===== src/sv/fpa_pkg.sv =====
package fpa_pkg;

   localparam int DATA_WIDTH_DEF = 32;
   localparam int FRAC_BITS_DEF  = 8;
   localparam int MODE_BITS      = 4;
   localparam int QUEUE_DEPTH    = 2;

   typedef enum logic [MODE_BITS-1:0] {
      MODE_ADD      = 4'd0,
      MODE_SUB      = 4'd1,
      MODE_MUL      = 4'd2,
      MODE_DIV      = 4'd3,
      MODE_INC      = 4'd4,
      MODE_DEC      = 4'd5,
      MODE_MIN      = 4'd6,
      MODE_MAX      = 4'd7,
      MODE_TO_INT   = 4'd8,
      MODE_FROM_INT = 4'd9
   } mode_type;

endpackage


===== src/sv/fpa_queue.sv =====
module fpa_queue #(
   parameter type entry_type = logic
) (
   input  logic      clock,
   input  logic      reset,
   input  logic      push_valid,
   output logic      push_ready,
   input  entry_type push_data,
   output logic      pop_valid,
   input  logic      pop_ready,
   output entry_type pop_data
);
   import fpa_pkg::*;

   localparam int PTR_W = (QUEUE_DEPTH > 1) ? $clog2(QUEUE_DEPTH) : 1;
   localparam int CNT_W = $clog2(QUEUE_DEPTH + 1);

   entry_type          mem_ff [QUEUE_DEPTH];
   logic [PTR_W-1:0]   wr_ptr_ff, wr_ptr_in;
   logic [PTR_W-1:0]   rd_ptr_ff, rd_ptr_in;
   logic [CNT_W-1:0]   count_ff, count_in;
   logic               push;
   logic               pop;

   assign push_ready = (count_ff != CNT_W'(QUEUE_DEPTH));
   assign pop_valid  = (count_ff != '0);
   assign push       = push_valid && push_ready;
   assign pop        = pop_valid && pop_ready;
   assign pop_data   = mem_ff[rd_ptr_ff];

   always_comb begin
      wr_ptr_in = wr_ptr_ff;
      rd_ptr_in = rd_ptr_ff;
      count_in  = count_ff;
      if (push) begin
         wr_ptr_in = (wr_ptr_ff == PTR_W'(QUEUE_DEPTH - 1)) ? '0 : wr_ptr_ff + 1'b1;
      end
      if (pop) begin
         rd_ptr_in = (rd_ptr_ff == PTR_W'(QUEUE_DEPTH - 1)) ? '0 : rd_ptr_ff + 1'b1;
      end
      if (push && !pop) begin
         count_in = count_ff + 1'b1;
      end else if (pop && !push) begin
         count_in = count_ff - 1'b1;
      end
   end

   always_ff @(posedge clock) begin
      if (reset) begin
         wr_ptr_ff <= '0;
         rd_ptr_ff <= '0;
         count_ff  <= '0;
      end else begin
         wr_ptr_ff <= wr_ptr_in;
         rd_ptr_ff <= rd_ptr_in;
         count_ff  <= count_in;
      end
      if (push) begin
         mem_ff[wr_ptr_ff] <= push_data;
      end
   end

endmodule


===== config.mk =====
export PLATFORM = sky130hd
export DESIGN_NAME = fpa_queue
export DESIGN_NICKNAME = d
export VERILOG_FILES = /design/src/sv/fpa_pkg.sv /design/src/sv/fpa_queue.sv
export SDC_FILE = /design/constraint.sdc
export NUM_CORES = 1
export LEC_CHECK = 0
export BUFFER_PORTS_ARGS = -buffer_cell sky130_fd_sc_hd__buf_2
export CAP_MARGIN = 10
export CORE_AREA = 2 2 39 41
export CTS_CLUSTER_DIAMETER = 40
export DETAILED_ROUTE_END_ITERATION = 10
export DIE_AREA = 0 0 41 43
export GPL_ROUTABILITY_DRIVEN = 0
export PLACE_DENSITY_LB_ADDON = 0.1
export SYNTH_ARGS = -nofsm -noshare
export SYNTH_HDL_FRONTEND = slang
export SYNTH_SLANG_ARGS = --single-unit

===== constraint.sdc =====
create_clock -name clock -period 2.4 [get_ports clock]
set_clock_uncertainty 0.1 [all_clocks]
set_input_delay 0.48 -clock clock [delete_from_list [all_inputs] [get_ports clock]]
set_output_delay 0.48 -clock clock [all_outputs]
set_load 0.01 [all_outputs]

**After elaboration in Yosys (flattened, before gate mapping)**

Memory sizes are Yosys's and may differ from the RTL's. A register that Yosys moved wholly into a read port is not among the register bits.
Index checks and enable logic that the tools add are counted.

- Bits of input ports: 5
- Flip-flop bits (word level): 4
- Memory bits (writable): 2
- Memories: 1

Memory list:

| memory | depth | bits a word | rd ports | clocked after Yosys merged registers in | write ports | line | source |
|---|---|---|---|---|---|---|---|
| mem_ff | 2 | 1 | 1 | 1 | 1 | fpa_queue.sv:18 | `entry_type mem_ff [QUEUE_DEPTH];` |

- Reductions and logical operators: 8
- Muxes and demuxes: 8
- Add/subtract/negate cells: 4
- Eq/ne operators: 1

Operator list:

| operator | count |
|---|---|
| $mux 1 | 6 |
| $logic_and 1x1->1 | 4 |
| $mux 2 | 2 |
| $reduce_bool 2->1 | 2 |
| $add 1x1->1 const B | 2 |
| $add 2x1->2 const B | 1 |
| $logic_not 1->1 | 2 |
| $ne 2x2->1 const B | 1 |
| $sub 2x1->2 const B | 1 |

**Depth between registers and ports, before layout**

Gate-level depths: netlist of run 1.

- Word-level depth: 6
- Mapped depth: 6

**Worst setup path before layout of run 1**

Ideal clock, no wire load.

- Path type: register to register
- From: register count_ff[0]
- To: register count_ff[1]
- Setup slack: 0.718 ns
- Clock period less this slack: 1.682 ns
- Setup time: 0.070 ns
- Cell stages (with the launch flop): 6
- Arrival time: 1.512 ns
- Cells stage by stage: dfxtp_1 -> nand2b_1 -> and2_1 -> ha_1 -> or3_1 -> a21oi_1

- Longest elaborated chain between the ends: 5
- Elaborated cells between the ends (all ways): 13
- Classes of those cells: 2 x add/sub; 1 x eq/ne; 2 x mux; 8 x reduce/logical

RTL lines:

| element | line | source |
|---|---|---|
| start, declared | fpa_queue.sv:21 | `logic [CNT_W-1:0] count_ff, count_in;` |
| start signal, assigned | fpa_queue.sv:56 | `count_ff <= count_in;` |
| $ne 2x2->1 (*) | fpa_queue.sv:25 | `assign push_ready = (count_ff != CNT_W'(QUEUE_DEPTH));` |
| net push_ready | fpa_queue.sv:7 | `output logic push_ready,` |
| $logic_and 1x1->1 (*) | fpa_queue.sv:27 | `assign push = push_valid && push_ready;` |
| net push | fpa_queue.sv:22 | `logic push;` |
| $logic_not 1->1 | fpa_queue.sv:43 | `end else if (pop && !push) begin` |
| $logic_and 1x1->1 | fpa_queue.sv:43 |  |
| $reduce_bool 2->1 (no line) | -- |  |

The timed path passes the listed nets; every way through them passes the cells marked *. The select of a mux whose other input is x is not followed.
A chain may end at the register's enable or synchronous reset.

**Worst setup path after layout of run 1**

- From: register count_ff[0]
- To: register count_ff[1]

- Longest elaborated chain between the ends: 5
- Elaborated cells between the ends (all ways): 13
- Classes of those cells: 2 x add/sub; 1 x eq/ne; 2 x mux; 8 x reduce/logical

RTL lines:

| element | line |
|---|---|
| $ne 2x2->1 (*) | fpa_queue.sv:25 |
| $logic_and 1x1->1 (*) | fpa_queue.sv:27 |
| net push | fpa_queue.sv:22 |
| $logic_not 1->1 | fpa_queue.sv:43 |
| $logic_and 1x1->1 | fpa_queue.sv:43 |
| $reduce_bool 2->1 (no line) | -- |

Marked as above.

==> out/results.tsv, run 1 <==
metric	value	unit
routed len/inst	9.89	um
setup violators final	0	
CTS buffer count	3	
cells after synthesis	27	
CTS sink cnt	7	
Final ANT Viol Nets	0	
crit path launch type	register	
maximum clock frequency	577	MHz
Cell Pwr Density	1180	nW/um^2
vias in the first global route	244	
total gr overflow	0	
Initial Utilization	0.212	
initial antenna violation count	0	
Worst VDD drop	340	uV
htree depth	1	
post-synth net total	33	
Critical Path RT	2.48	ns
Vias per Instance	3.98	
DRC	0	
final WL	534	um
Hold Path Class	in2reg	
Slew @ Worst Pin	0.334	ns
clock buffer depth	2	
crit share post-route	0.722	
Final min period	1.73	ns
CTS resizes	0	
headroom to the max-slew limit	0.775	
CTS Hold Bufs	0	
yosys warns	0	
sequential-to-total area share from yosys stat	0.545	
nets@finish	45	
fin. max-slew vios	0	
largest net degree at the start of global routing	6	
critical path arrival	1.81	ns
setup TNS	0	ns
first-pass GRT wire length	903	um
area delta synth->final	27.7	%
drt pass-1 iters	4	
clk root buf	clkbuf_4	
Final Hold Fails	0	
cell area after synthesis	294	sq um
starting DRC count in detailed routing	1	
via count	215	
ant diodes	0	
Port Buffer Count	7	
die width	41	um
most common cell after layout, fill and taps aside	buf_2	
status	finished, final reports clean	
Post-DP HPWL	415	um
ratio of cells with drive above 1 in the final layout	0.342	
Die Ht	43	um
Pleak	0.167	nW
Cell variety after synth	16	
Setup CP Type	reg2reg	
worst hold start	push_data	
FF+latch count, synth	7	
unrepaired setup endpoints after global routing	no	
Die ar.	1760	sq um
GRT Overall Usage	0.0806	
CP Max Fanout	5	
worst hold slack	0.328	ns
IO Pins	8	
CTS clk-pin slew, worst paths	0.05	ns
post-CTS setup buffers	0	
max cap viols	0	
Setup crit end kind	register	
row cnt	14	
FF-to-FF Start	count_ff[0]	
mean post-synth cell area	10.9	sq um
core area	1380	sq um
crit path from	count_ff[0]	
commonest cells after routing, fill and taps aside	buf_2, dfxtp_1, xor2_1, nor2_1, clkbuf_4	
CTS tree	yes	
Clk Latency, worst-skew pair	0.24	ns
fill cell count	159	
[critical path, cell delays in order, from the launching register on]
cell      delay (ns)
dfxtp_1         0.35
nand2b_1        0.21
and2_1          0.19
ha_1            0.33
or3_1           0.36
a21oi_1         0.14
[area by class of cell]
cell class,instances,area [sq um],area share
multi-input combinational,19,130,0.347
sequential,7,160,0.427
clock buffer,4,26.3,0.0700
tap,16,20.0,0.0533
timing repair buffer,7,35.0,0.0933
inverter,1,3.75,0.0100
[power breakdown]
part	switching [mW]	leakage, nW	internal (mW)
clock network	0.0416	0.0150	0.0633
logic	0.0798	0.0918	0.0782
registers	0.0237	0.0600	0.157
[layer usage]
| layer | share of wire | GRT usage | wire length (um) |
|---|---|---|---|
| met3 | 0.073 | 0.0628 | 39 |
| met2 | 0.50 | 0.119 | 266 |
| met1 | 0.43 | 0.0779 | 229 |
| met4 | 0 | 0.0400 | 0 |
| met5 | 0 | 0 | 0 |
[synth_stat cells (all sizes together)]
cell	count	area [sq um]
xor2	3	26.3
nand3b	1	7.51
dfxtp	5	100
a21oi	2	10.0
nor2	3	11.3
inv	1	3.75
a21bo	1	10.0
nand2b	1	6.26
and2	1	6.26
and3	1	6.26
o21ai	2	10.0
mux2	1	11.3
or3	1	6.26
or2	1	6.26
ha	1	12.5
edfxtp	2	60.1
[stage by stage]
stage / setup WS [ns] / utilization / power (mW) / std cells / instance area, sq um
4_1_cts: 0.650 / 0.271 / 0.453 / 54 / 375
3_3_place_gp: 0.709 / 0.252 / 0.332 / 50 / 349
5_1_grt: 0.561 / 0.271 / 0.486 / 54 / 375
3_5_place_dp: 0.659 / 0.252 / 0.342 / 50 / 349
2_1_floorplan: 0.718 / - / 0.294 / 27 / 294
6_report: 0.668 / 0.271 / 0.444 / 54 / 375
[logic make-up after synthesis]
group                      share of synthesized area
adders and majority gates                     0.0425
DFF                                            0.545
and+or+nand+nor                                0.170
AOI/OAI and AO/OA                              0.102
buffers and inverters                         0.0128
muxes                                         0.0383
xor gates and xnor gates                      0.0894
[path summary, 6_finish.rpt]
| path | cells past startpoint | slack (ns) | to |
|---|---|---|---|
| setup / recovery | 5 | 0.67 | count_ff[1] |
| hold / removal | 1 | 0.33 | mem_ff[1] |
| setup reg to reg | 5 | 0.67 | count_ff[1] |
| hold reg to reg | 2 | 0.41 | register |
Power figures use the tool's default switching activity.
==> run 2: changes to the inputs <==
Clock period 2.4 ns to 1.6 ns, I/O delays scaled along.
==> run 2 against run 1 <==
Effect of this change:
- power is 74% higher
- hold slack worse by 0.16 ns
- sequential power grew 58%
- utilization is 4.2 points higher
==> out/results.tsv, run 2 (synthesis results as in run 1) <==
metric	value	unit	change
final WL	504	um	-5.6%
most common cell after layout, fill and taps aside	buf_2		
critical path arrival	1.62	ns	-0.19 ns
crit path launch type	register		
Final min period	1.55	ns	-0.183 ns
first-pass GRT wire length	807	um	-11%
CTS sink cnt	7		unchanged
max cap viols	0		unchanged
r2r setup slk	0.05	ns	-0.62 ns
Placed Area	387	sq um	+11%
post-CTS setup buffers	0		unchanged
fin cells	58		+7.4%
CP max stage delay	0.36	ns	about the same
core area	1380	sq um	unchanged
drt pass-1 iters	1		-3
Final Hold Fails	0		unchanged
DRC	0		unchanged
ant diodes	0		unchanged
Initial Utilization	0.212		unchanged
unrepaired setup endpoints after global routing	no		
routed len/inst	8.69	um	-12%
Die ar.	1760	sq um	unchanged
crit-path cells	nand2b_4 -> and2_4 -> ha_4 -> xor2_1 -> or3_1 -> a21oi_1		
Vias per Instance	3.97		-0.40%
GRT Overall Usage	0.0737		-0.00690
Place WS	0.0106	ns	-0.649 ns
CTS tree	yes		
fin area	433	sq um	+15%
maximum clock frequency	646	MHz	+12%
headroom to the max-slew limit	0.815		+0.0404
Critical Path RT	1.67	ns	-0.81 ns
crit share post-route	0.968		+0.246
Worst VDD drop	718	uV	+110%
CTS buffer count	3		unchanged
Cell Pwr Density	1780	nW/um^2	+51%
Setup CP Type	reg2reg		
clk root buf	clkbuf_4		
Hold Path Class	in2reg		
fin. max-slew vios	0		unchanged
nets@finish	49		+8.9%
setup ws final	0.0511	ns	-0.617 ns
Post-Place Cells	54		+8.0%
Slew @ Worst Pin	0.275	ns	-0.0589 ns
total gr overflow	0		unchanged
Setup crit end kind	register		
vias in the first global route	220		-9.8%
area delta synth->final	47.2	%	
Slowest cell on crit path	dfxtp_4		
initial antenna violation count	0		unchanged
htree depth	1		unchanged
setup violators final	0		unchanged
FF-to-FF Start	count_ff[0]		
Pleak	0.193	nW	+15%
worst hold start	push_data		
Port Buffer Count	7		unchanged
status	finished, final reports clean		
commonest cells after routing, fill and taps aside	buf_2, buf_4		
clock buffer depth	2		unchanged
CTS clk-pin slew, worst paths	0.05	ns	about the same
setup TNS	0	ns	unchanged
row cnt	14		unchanged
die width	41	um	unchanged
via count	230		+7.0%
starting DRC count in detailed routing	0		-1
crit path from	count_ff[0]		
IO Pins	8		unchanged
Post-DP HPWL	390	um	-6.1%
largest net degree at the start of global routing	6		unchanged
CP Max Fanout	5		unchanged
post-layout util	0.313		+0.0416
Clk Latency, worst-skew pair	0.24	ns	about the same
Die Ht	43	um	unchanged
ratio of cells with drive above 1 in the final layout	0.524		+0.182
Final ANT Viol Nets	0		unchanged
==> run 2: area by class of cell <==
class                      count  area (sq um)
tap                           16          20.0
sequential                     7           165
timing repair buffer          11          65.1
multi-input combinational     19           153
fill                         141           951
inverter                       1          3.75
clock buffer                   4          26.3
==> run 2: worst paths after layout <==
check                                   end  cells past startpoint
worst max-delay path            count_ff[1]                      6
worst min-delay path              mem_ff[0]                      1
worst max register to register  count_ff[1]                      6
worst min register to register    rd_ptr_ff                      2
==> run 2: repair_timing <==
| action | CTS | global route |
|---|---|---|
| resized for setup | 2 | 4 |
| pin swaps | 1 | 2 |
| hold buffers | 0 | 0 |
| endpoints found under the setup margin | 1 | 1 |
==> run 2: metrics by stage <==
stage	total power, mW	hold slack, ns
finish	0.773	0.165
global route	0.838	0.156
CTS	0.757	0.157
detailed placement	0.583	0.401
global placement	0.577	0.391
floorplan	0.458	0.289
==> run 2: critical path: cells and delay by family, from the launching register on <==
family | cells | cell delay (ns)
flip-flops | 1 | 0.36
AO/OA/AOI/OAI | 1 | 0.14
adder cells (fa/ha/maj) | 1 | 0.15
XOR/XNOR | 1 | 0.13
AND/OR/NAND/NOR | 3 | 0.60
==> run 2: routing by layer <==
layer	track usage	wire length (um)	up-vias
li1	-	-	122
met1	0.0719	214	106
met2	0.113	266	2
met3	0.0314	24	0
met4	0.0600	0	0
met5	0	0	-
==> run 2: where the power goes <==
group	internal, mW	leakage [nW]	switching (mW)
logic	0.194	0.117	0.135
registers	0.245	0.0609	0.0407
clock network	0.0950	0.0150	0.0622
